File: config.mk
export PLATFORM = sky130hd
export DESIGN_NAME = ais_vdm_sentence_decoder
export DESIGN_NICKNAME = d
export VERILOG_FILES = /design/src/hw/rtl/avsd_pkg.sv /design/src/hw/rtl/avsd_parser.sv /design/src/hw/rtl/avsd_store.sv /design/src/hw/rtl/avsd_fields.sv /design/src/hw/rtl/ais_vdm_sentence_decoder.sv
export SDC_FILE = /design/constraint.sdc
export NUM_CORES = 1
export LEC_CHECK = 0
export BUFFER_PORTS_ARGS = -buffer_cell sky130_fd_sc_hd__buf_2
export CAP_MARGIN = 20
export CORE_MARGIN = 2
export CORE_UTILIZATION = 53
export DETAILED_ROUTE_END_ITERATION = 8
export GPL_TIMING_DRIVEN = 0
export PLACE_DENSITY = 0.7
export SETUP_SLACK_MARGIN = 0.02
export SKIP_CTS_REPAIR_TIMING = 1
export SLEW_MARGIN = 20
export SYNTH_ARGS = -nofsm -noshare
export SYNTH_HDL_FRONTEND = slang
export SYNTH_SLANG_ARGS = --single-unit
export TNS_END_PERCENT = 20
File: constraint.sdc
create_clock -name clk -period 8.12 [get_ports clk]
set_input_delay 0 -clock clk [delete_from_list [all_inputs] [get_ports clk]]
set_output_delay 0 -clock clk [all_outputs]
set_load 0.005 [all_outputs]
File: src/hw/rtl/avsd_pkg.sv
// Shared types, codes and field layout tables for the AIS VDM decoder.
// No dependencies.
package avsd_pkg;

  localparam logic [1:0] KIND_MSG18  = 2'd0;
  localparam logic [1:0] KIND_MSG24A = 2'd1;
  localparam logic [1:0] KIND_MSG24B = 2'd2;

  localparam logic [5:0] MSG_ID_18 = 6'd18;
  localparam logic [5:0] MSG_ID_24 = 6'd24;

  localparam logic [7:0] CH_BANG   = 8'h21;
  localparam logic [7:0] CH_DOLLAR = 8'h24;
  localparam logic [7:0] CH_COMMA  = 8'h2C;
  localparam logic [7:0] CH_A      = 8'h41;
  localparam logic [7:0] CH_I      = 8'h49;
  localparam logic [7:0] CH_V      = 8'h56;
  localparam logic [7:0] CH_D      = 8'h44;
  localparam logic [7:0] CH_M      = 8'h4D;

  localparam int ACC_W = 36;  // six sextets

  // Where one field sits in the sextet stream.
  typedef struct packed {
    logic [4:0] first;  // first sextet
    logic [2:0] nsext;  // sextets to read
    logic [2:0] pad;    // bits below the field in the last sextet
    logic [4:0] len;
    logic       sgn;
    logic       chr;    // six-bit name character
  } fld_desc_t;

  function automatic logic [5:0] dearmor(input logic [7:0] c);
    logic [9:0] t;
    t = {2'b00, c} + 10'd40;
    t = (t > 10'd128) ? t + 10'd32 : t + 10'd40;
    return t[5:0];
  endfunction

  function automatic logic [7:0] hdr_char(input logic [2:0] pos);
    logic [7:0] r;
    unique case (pos)
      3'd1:    r = CH_A;
      3'd2:    r = CH_I;
      3'd3:    r = CH_V;
      3'd4:    r = CH_D;
      3'd5:    r = CH_M;
      default: r = 8'h00;
    endcase
    return r;
  endfunction

  function automatic logic [4:0] field_count(input logic [1:0] kind);
    logic [4:0] r;
    unique case (kind)
      KIND_MSG18:  r = 5'd21;
      KIND_MSG24A: r = 5'd24;
      default:     r = 5'd5;
    endcase
    return r;
  endfunction

  function automatic fld_desc_t mk(input int first, input int n, input int pad,
                                   input int len, input logic sgn, input logic chr);
    fld_desc_t d;
    d.first = 5'(first);
    d.nsext = 3'(n);
    d.pad   = 3'(pad);
    d.len   = 5'(len);
    d.sgn   = sgn;
    d.chr   = chr;
    return d;
  endfunction

  function automatic fld_desc_t field_desc(input logic [1:0] kind, input logic [4:0] idx);
    fld_desc_t d;
    d = mk(0, 1, 0, 6, 1'b0, 1'b0);
    if (idx == 5'd1) d = mk(1, 1, 4, 2, 1'b0, 1'b0);
    else if (idx == 5'd2) d = mk(1, 6, 4, 30, 1'b0, 1'b0);
    else if (idx != 5'd0) begin
      if (kind == KIND_MSG18) begin
        case (idx)
          5'd3:    d = mk(6, 2, 2, 8, 1'b0, 1'b0);
          5'd4:    d = mk(7, 3, 4, 10, 1'b0, 1'b0);
          5'd5:    d = mk(9, 1, 3, 1, 1'b0, 1'b0);
          5'd6:    d = mk(9, 6, 5, 28, 1'b1, 1'b0);
          5'd7:    d = mk(14, 5, 2, 27, 1'b1, 1'b0);
          5'd8:    d = mk(18, 3, 2, 12, 1'b0, 1'b0);
          5'd9:    d = mk(20, 3, 5, 9, 1'b0, 1'b0);
          5'd10:   d = mk(22, 2, 5, 6, 1'b0, 1'b0);
          5'd11:   d = mk(23, 1, 3, 2, 1'b0, 1'b0);
          5'd12:   d = mk(23, 1, 2, 1, 1'b0, 1'b0);
          5'd13:   d = mk(23, 1, 1, 1, 1'b0, 1'b0);
          5'd14:   d = mk(23, 1, 0, 1, 1'b0, 1'b0);
          5'd15:   d = mk(24, 1, 5, 1, 1'b0, 1'b0);
          5'd16:   d = mk(24, 1, 4, 1, 1'b0, 1'b0);
          5'd17:   d = mk(24, 1, 3, 1, 1'b0, 1'b0);
          5'd18:   d = mk(24, 1, 2, 1, 1'b0, 1'b0);
          5'd19:   d = mk(24, 1, 1, 1, 1'b0, 1'b0);
          default: d = mk(24, 4, 0, 19, 1'b0, 1'b0);
        endcase
      end else if (idx == 5'd3) begin
        d = mk(6, 1, 2, 2, 1'b0, 1'b0);
      end else if (kind == KIND_MSG24B) begin
        d = mk(6, 2, 0, 8, 1'b0, 1'b0);
      end else begin
        // name character idx-4 starts at sextet idx+2, in its last two bits
        d = mk(0, 2, 2, 6, 1'b0, 1'b1);
        d.first = idx + 5'd2;
      end
    end
    return d;
  endfunction

endpackage

File: src/hw/rtl/avsd_parser.sv
// Sentence header check, comma count and payload de-armoring.
// Depends on avsd_pkg.
module avsd_parser import avsd_pkg::*; #(
  parameter int P  = 28,
  parameter int AW = 5,
  parameter int CW = 5
) (
  input  logic          clk,
  input  logic          rst_n,
  input  logic          accept,
  input  logic [7:0]    char_byte,
  input  logic          sentence_start,
  output logic          wr_en,
  output logic [AW-1:0] wr_addr,
  output logic [5:0]    wr_data,
  output logic [CW-1:0] fill,
  output logic          go
);

  typedef enum logic [2:0] {PH_IDLE, PH_HEADER, PH_FIELDS, PH_PAYLOAD, PH_DONE} phase_t;

  phase_t        phase_r, phase_nxt, ph_eff;
  logic [2:0]    pos_r, pos_nxt, pos_eff;
  logic [2:0]    comma_r, comma_nxt, comma_eff;
  logic [CW-1:0] cnt_r, cnt_nxt, cnt_eff;
  logic          hdr_ok, is_comma;

  assign ph_eff    = sentence_start ? PH_HEADER : phase_r;
  assign pos_eff   = sentence_start ? 3'd0 : pos_r;
  assign comma_eff = sentence_start ? 3'd0 : comma_r;
  assign cnt_eff   = sentence_start ? '0 : cnt_r;
  assign is_comma  = (char_byte == CH_COMMA);
  assign hdr_ok    = (pos_eff == 3'd0) ? (char_byte == CH_BANG || char_byte == CH_DOLLAR)
                                       : (char_byte == hdr_char(pos_eff));

  always_comb begin
    phase_nxt = ph_eff;
    pos_nxt   = pos_eff;
    comma_nxt = comma_eff;
    cnt_nxt   = cnt_eff;
    wr_en     = 1'b0;
    go        = 1'b0;
    unique case (ph_eff)
      PH_HEADER: begin
        if (!hdr_ok) phase_nxt = PH_DONE;
        else begin
          pos_nxt = pos_eff + 3'd1;
          if (pos_eff == 3'd5) phase_nxt = PH_FIELDS;
        end
      end
      PH_FIELDS: begin
        if (is_comma) begin
          comma_nxt = comma_eff + 3'd1;
          if (comma_eff == 3'd4) phase_nxt = PH_PAYLOAD;
        end
      end
      PH_PAYLOAD: begin
        if (!is_comma) begin
          if (cnt_eff < CW'(P)) begin
            wr_en   = accept;
            cnt_nxt = cnt_eff + CW'(1);
          end
        end else begin
          comma_nxt = comma_eff + 3'd1;
          phase_nxt = PH_DONE;
          go        = accept;
        end
      end
      default: ;
    endcase
  end

  assign wr_addr = AW'(cnt_eff);
  assign wr_data = dearmor(char_byte);
  assign fill    = cnt_r;

  always_ff @(posedge clk) begin
    if (!rst_n) begin
      phase_r <= PH_IDLE;
      pos_r   <= '0;
      comma_r <= '0;
      cnt_r   <= '0;
    end else if (accept) begin
      phase_r <= phase_nxt;
      pos_r   <= pos_nxt;
      comma_r <= comma_nxt;
      cnt_r   <= cnt_nxt;
    end
  end

endmodule

File: src/hw/rtl/avsd_store.sv
// Sextet memory, one write and one registered read port.
// Entries at or past the fill count read as zero. Depends on nothing.
module avsd_store #(
  parameter int P  = 28,
  parameter int AW = 5,
  parameter int CW = 5
) (
  input  logic          clk,
  input  logic          wr_en,
  input  logic [AW-1:0] wr_addr,
  input  logic [5:0]    wr_data,
  input  logic [AW-1:0] rd_addr,
  input  logic [CW-1:0] fill,
  output logic [5:0]    rd_data
);

  logic [5:0] mem [P];
  logic [5:0] q_r;
  logic       hit_r;

  always_ff @(posedge clk) begin
    if (wr_en) mem[wr_addr] <= wr_data;
    q_r   <= mem[rd_addr];
    hit_r <= (CW'(rd_addr) < fill);
  end

  assign rd_data = hit_r ? q_r : 6'd0;

endmodule

File: src/hw/rtl/avsd_fields.sv
// Field sequencer: reads sextets per field, extracts and emits one word per field.
// Depends on avsd_pkg.
module avsd_fields import avsd_pkg::*; (
  input  logic               clk,
  input  logic               rst_n,
  input  logic               go,
  input  logic [5:0]         rd_data,
  output logic [4:0]         rd_addr,
  output logic               busy,
  output logic               out_valid,
  input  logic               out_stall,
  output logic [1:0]         out_msg_kind,
  output logic [4:0]         out_field_index,
  output logic signed [30:0] out_field_value,
  output logic               out_last_field
);

  typedef enum logic [3:0] {
    F_IDLE, F_ID_RD, F_ID_WT, F_PART_RD, F_PART_WT, F_LOAD, F_RD, F_WT, F_CALC, F_OUT
  } fstate_t;

  fstate_t          st_r;
  logic [1:0]       kind_r;
  logic [4:0]       idx_r, sidx_r;
  logic [2:0]       left_r;
  logic [ACC_W-1:0] acc_r;
  logic             val_r, last_r;
  logic [30:0]      value_r;
  fld_desc_t        d;
  logic [ACC_W-1:0] shifted, mask, masked, fin;

  assign d = field_desc(kind_r, idx_r);

  always_comb begin
    shifted = acc_r >> d.pad;
    mask    = (ACC_W'(1) << d.len) - ACC_W'(1);
    masked  = shifted & mask;
    fin     = masked;
    if (d.sgn && masked[d.len - 5'd1]) fin = masked - (ACC_W'(1) << d.len);
    if (d.chr && masked < ACC_W'(32)) fin = masked | ACC_W'(64);
  end

  always_comb begin
    case (st_r)
      F_PART_RD: rd_addr = 5'd6;
      F_RD:      rd_addr = sidx_r;
      default:   rd_addr = 5'd0;
    endcase
  end

  always_ff @(posedge clk) begin
    if (!rst_n) begin
      st_r  <= F_IDLE;
      val_r <= 1'b0;
    end else begin
      unique case (st_r)
        F_IDLE: if (go) st_r <= F_ID_RD;
        F_ID_RD: st_r <= F_ID_WT;
        F_ID_WT: begin
          idx_r <= '0;
          if (rd_data == MSG_ID_18) begin
            kind_r <= KIND_MSG18;
            st_r   <= F_LOAD;
          end else if (rd_data == MSG_ID_24) st_r <= F_PART_RD;
          else st_r <= F_IDLE;
        end
        F_PART_RD: st_r <= F_PART_WT;
        F_PART_WT: begin
          kind_r <= (rd_data[3:2] != 2'd0) ? KIND_MSG24B : KIND_MSG24A;
          st_r   <= F_LOAD;
        end
        F_LOAD: begin
          sidx_r <= d.first;
          left_r <= d.nsext;
          acc_r  <= '0;
          st_r   <= F_RD;
        end
        F_RD: st_r <= F_WT;
        F_WT: begin
          acc_r  <= {acc_r[ACC_W-7:0], rd_data};
          sidx_r <= sidx_r + 5'd1;
          left_r <= left_r - 3'd1;
          st_r   <= (left_r == 3'd1) ? F_CALC : F_RD;
        end
        F_CALC: begin
          value_r <= fin[30:0];
          last_r  <= (idx_r == field_count(kind_r) - 5'd1);
          val_r   <= 1'b1;
          st_r    <= F_OUT;
        end
        F_OUT: begin
          if (!out_stall) begin
            val_r <= 1'b0;
            idx_r <= idx_r + 5'd1;
            st_r  <= last_r ? F_IDLE : F_LOAD;
          end
        end
        default: st_r <= F_IDLE;
      endcase
    end
  end

  assign busy            = (st_r != F_IDLE);
  assign out_valid       = val_r;
  assign out_msg_kind    = kind_r;
  assign out_field_index = idx_r;
  assign out_field_value = value_r;
  assign out_last_field  = last_r;

endmodule

File: src/hw/rtl/ais_vdm_sentence_decoder.sv
// Top level of the AIS VDM sentence decoder: parser, sextet memory, field sequencer.
// Depends on avsd_pkg, avsd_parser, avsd_store, avsd_fields.
//
//  channel | direction | handshake          | payload
//  in_     | input     | in_valid/in_stall  | char_byte, sentence_start
//  out_    | output    | out_valid/out_stall| msg_kind, field_index, field_value, last_field
//
// One character word per cycle is taken while no field run is in progress.
// The payload-ending comma starts a run: the id, and for type 24 the part, are fetched first; then
// per field come a load, one memory read and wait per sextet, a calc and an output word.
// in_stall stays high for the whole run. A stalled output word holds its field.
// Reset is synchronous; the store needs no clearing, a fill count masks unwritten entries.
module ais_vdm_sentence_decoder import avsd_pkg::*; #(
  parameter int PAYLOAD_SEXTETS = 28
) (
  input  logic               clk,
  input  logic               rst_n,
  input  logic               in_valid,
  output logic               in_stall,
  input  logic [7:0]         in_char_byte,
  input  logic               in_sentence_start,
  output logic               out_valid,
  input  logic               out_stall,
  output logic [1:0]         out_msg_kind,
  output logic [4:0]         out_field_index,
  output logic signed [30:0] out_field_value,
  output logic               out_last_field
);

  localparam int AW = $clog2(PAYLOAD_SEXTETS);
  localparam int CW = $clog2(PAYLOAD_SEXTETS + 1);

  logic          accept, busy, wr_en, go;
  logic [AW-1:0] wr_addr;
  logic [5:0]    wr_data, rd_data;
  logic [CW-1:0] fill;
  logic [4:0]    rd_addr;

  assign in_stall = busy;
  assign accept   = in_valid && !busy;

  avsd_parser #(.P(PAYLOAD_SEXTETS), .AW(AW), .CW(CW)) u_parser (
    .clk, .rst_n, .accept,
    .char_byte(in_char_byte), .sentence_start(in_sentence_start),
    .wr_en, .wr_addr, .wr_data, .fill, .go
  );

  avsd_store #(.P(PAYLOAD_SEXTETS), .AW(AW), .CW(CW)) u_store (
    .clk, .wr_en, .wr_addr, .wr_data,
    .rd_addr(AW'(rd_addr)), .fill, .rd_data
  );

  avsd_fields u_fields (
    .clk, .rst_n, .go, .rd_data, .rd_addr, .busy,
    .out_valid, .out_stall, .out_msg_kind, .out_field_index,
    .out_field_value, .out_last_field
  );

  a_stall_in_run: assert property (@(posedge clk) disable iff (!rst_n)
    out_valid |-> in_stall) else $error("input taken during field run");

  a_gap_after_word: assert property (@(posedge clk) disable iff (!rst_n)
    (out_valid && !out_stall) |=> !out_valid) else $error("back-to-back field words");

  a_first_not_last: assert property (@(posedge clk) disable iff (!rst_n)
    (out_valid && out_field_index == 5'd0) |-> !out_last_field)
    else $error("run ended on first field");

endmodule

==> parameters.txt <==
Parameter                              Value

Finish
  Signed area change from the synthesized netlist to the final layout    12.5%
  Layout net count    about 2000
  Leading cell type in the layout, fill and taps excluded    edfxtp_1
  Ratio of cells with drive above 1 in the final layout    0.150
  Diodes inserted    0
  Final core utilization    0.607
  Highest-count cells in the layout ignoring fill and taps    edfxtp_1, nand2_1, nor2_1, a21oi_1, o21ai_0
  Count of non-filler cells in the finished layout    between 2000 and 2500

Yosys
  Area contributors post-synth    edfxtp_1, mux4_2, dfxtp_1
  Most used flip-flop cell after synthesis    edfxtp_1
  Synth cell types    95
  Total nets after synthesis    1888
  Register bit total from synthesis    around 290
  Sequential-to-total area share from yosys stat    0.450
  Asr flop ratio synth    0
  Syn. warnings    0
  Syn Area/Cell    10.1 µm²
  Gate Count Post-Synth    1839
  Post-Synthesis Cell Area    about 19000 µm²
  Leading area contributor after synthesis    edfxtp_1
  Area share of the largest cell type after synthesis    0.405
  Count of flip-flops with a built-in enable after synthesis    approximately 250

Worst setup path
  Slowest Stage Delay on Critical Path    0.51 ns
  Worst Path Required    between 8 and 9 ns
  Top Family by Delay on Critical Path    buffers and inverters
  Library cell appearing most often on the critical path    clkinvlp_4
  Worst-path fanout max    10
  Critical Path Start Type    flip-flop
  Worst Path Class, Setup    reg -> reg
  Worst path slowest cell    edfxtp_1
  Worst Setup End Kind    flip-flop
  Critical path buffers and inverters    10
  Critical path data arrival time    8.26 ns

Timing
  Transition time of the tightest slew-check pin    about 1.1 ns
  Worst hold-check slack    -0.0383 ns
  Max_slew headroom    0.278
  Tmin final    slightly below 8 ns
  Setup-violating endpoint count in the final report    0
  Summed negative setup slack over all endpoints    0 ns
  Setup repair after global routing missed its margin    false
  Highest achievable clock rate    ~0.13 GHz
  Fin. max-slew vios    0
  Share of the clock period used by the worst path    0.970
  Setup skew after layout    0.0228 ns
  Final hold viol count    7

Status
  Violations in the final reports    negative hold slack
  Status    finished, violations left

Floorplan
  Die height    around 190 µm
  IO Count    54
  Floorplan core area    around 35000 µm²
  Initial cell density of the core    0.539
  Die Outline Area    36700 µm²
  Placement row count    68
  Die width    191 µm

Global routing
  Vias in the first global route    14900
  Total congestion overflow    0
  Antenna violations before repair    0
  Largest net degree at the start of global routing    35
  Global-route wire length before repair    86.9 mm
  Total global-route track usage    0.309

Clock network
  CTS tree    yes
  Insertion delay to the later sink of the worst-skew pair    about 0.6 ns
  Clock-pin transition on the worst setup and hold timing paths    0.06 ns
  Clock root cell    clkbuf_16
  Clk sink count    293
  Number of H-tree branching levels    1
  Clock tree buffer depth    3
  Number of buffers added by the clock tree synthesis step    31

Routing
  First drt pass iteration count    6
  DRC violation count after routing    0
  Final routed wire length divided by cell count    between 20 and 25 µm
  Number of nets with antenna violations after routing    0
  Routed via count divided by cell count    approximately 6.6
  Via count    around 16000
  Number of DRC violations after detailed-routing iteration 0    1780
  Aggregate routed wire length    around 57 mm

Run
  Max-cap viol count    0

Power
  Net switching component of the power    about 0.00066 W
  Fraction of power spent switching nets    0.206
  Power share of the sequential group    0.515
  Clock power frac    0.466
  Internal power consumption    around 0.0025 W
  Static Leak    approximately 7.5 nW
  Part of the power in combinational logic    0.019
  Pwr/cell area    between 150 and 200 nW/µm²
  Maximum resistive drop on vdd    around 0.21 mV

Place
  Number of cells after detailed placement    2354
  Final estimated routing congestion in global placement    0.993
  Total of buffers placed on input and output ports    53
  Post-detailed-placement half-perimeter wirelength    roughly 42 mm

Worst hold path
  Worst hold path type    in -> reg
routing by layer:
metal	track usage	vias up	routed length, µm
met1	0.417	7720	23000
met3	0.0475	170	4650
met4	0.150	0	2960
li1	-	7214	-
met2	0.489	797	26400
met5	0	-	0
tightest hold or removal path, cell delays in order:
cell and delay [ns]:
buf_2 0.12, nand3_1 0.15, nor4_1 0.08, a21oi_1 0.11, nor2b_1 0.05
synth_stat cells, types with 13 or more instances:
library cell	instances
a211oi_1	39
a21oi_1	101
a22oi_1	19
a31oi_1	25
and2_1	54
and3_1	34
buf_2	23
clkbuf_1	70
dfxtp_1	42
edfxtp_1	251
ha_1	36
inv_1	41
mux2_2	18
mux2i_1	79
mux4_2	46
nand2_1	187
nand2b_1	14
nand3_1	57
nor2_1	183
nor2b_1	24
nor3_1	53
o211ai_1	16
o21a_1	14
o21ai_0	88
or3_1	13
xnor2_1	46
xor2_1	19
power by group through the flow:
| stage | logic (W) | clock network (W) | registers [W] |
|---|---|---|---|
| finish | 0.0000620 | 0.00148 | 0.00164 |
| global route | 0.0000679 | 0.00156 | 0.00164 |
| CTS | 0.0000597 | 0.00150 | 0.00164 |
| detailed placement | 0.0000596 | 0 | 0.00167 |
| global placement | 0.0000497 | 0 | 0.00167 |
| floorplan | 0.0000258 | 0 | 0.00167 |
registers in the layout, indices dropped and copies added, names as in the netlist, 2 cells and up, named ones only:
name                      cells
u_store.q_r                   6
u_parser.phase_r              3
u_parser.pos_r                3
u_fields.acc_r               36
u_parser.comma_r              3
u_fields.sidx_r               5
u_fields.st_r                 4
u_fields.out_field_index      5
u_fields.out_field_value     31
u_fields.out_msg_kind         2
u_store.mem                 168
u_fields.left_r               3
u_parser.fill                 5
cell families (layout without fill, tap and decap cells):
family                     Yosys count  count (layout)  share of synthesized area
xor gates and xnor gates            65              65                     0.0306
buffers and inverters              149             282                     0.0324
DFF                                293             293                      0.450
AOI/OAI and AO/OA                  466             466                      0.175
adders and majority gates           36              36                     0.0242
and+or+nand+nor                    687             687                      0.179
muxes                              143             143                      0.109
final cells by class:
type / instances / area (µm²)
fillers: 2931 / 13600
repair buffers: 77 / 484
well taps: 455 / 569
clock inverters: 19 / 200
multi-input cells: 1397 / 9820
flip-flops and latches: 293 / 8380
inverters: 45 / 180
plain buffers: 102 / 444
clock buffers: 39 / 885
worst paths after layout:
check / from / endpoint / slack [ns] / depth (start not counted)
hold / removal: in_valid / u_parser.pos_r[2]$_SDFFE_PN0P_ / -0.04 / 5
setup reg to reg: u_fields.out_field_index[0]$_DFFE_PP_ / u_fields.out_field_value[7]$_DFFE_PP_ / 0.25 / 27
hold reg to reg: u_parser.pos_r[2]$_SDFFE_PN0P_ / u_parser.pos_r[2]$_SDFFE_PN0P_ / 0.51 / 2
setup / recovery: u_fields.out_field_index[0]$_DFFE_PP_ / u_fields.out_field_value[7]$_DFFE_PP_ / 0.25 / 27
metrics by stage:
| stage | area (µm²) | hold slack (ns) | power, W | setup slack, ns |
|---|---|---|---|---|
| after floorplan | 18600 | 0.0989 | 0.00170 | 1.19 |
| after global placement | 19500 | 0.392 | 0.00172 | -1.39 |
| after detailed placement | 19600 | 0.392 | 0.00173 | -1.31 |
| after CTS | 20700 | -0.212 | 0.00320 | -1.36 |
| after global routing | 21000 | 0.00929 | 0.00326 | 0.0448 |
| final | 21000 | -0.0383 | 0.00318 | 0.247 |
Power figures use the tool's default switching activity.
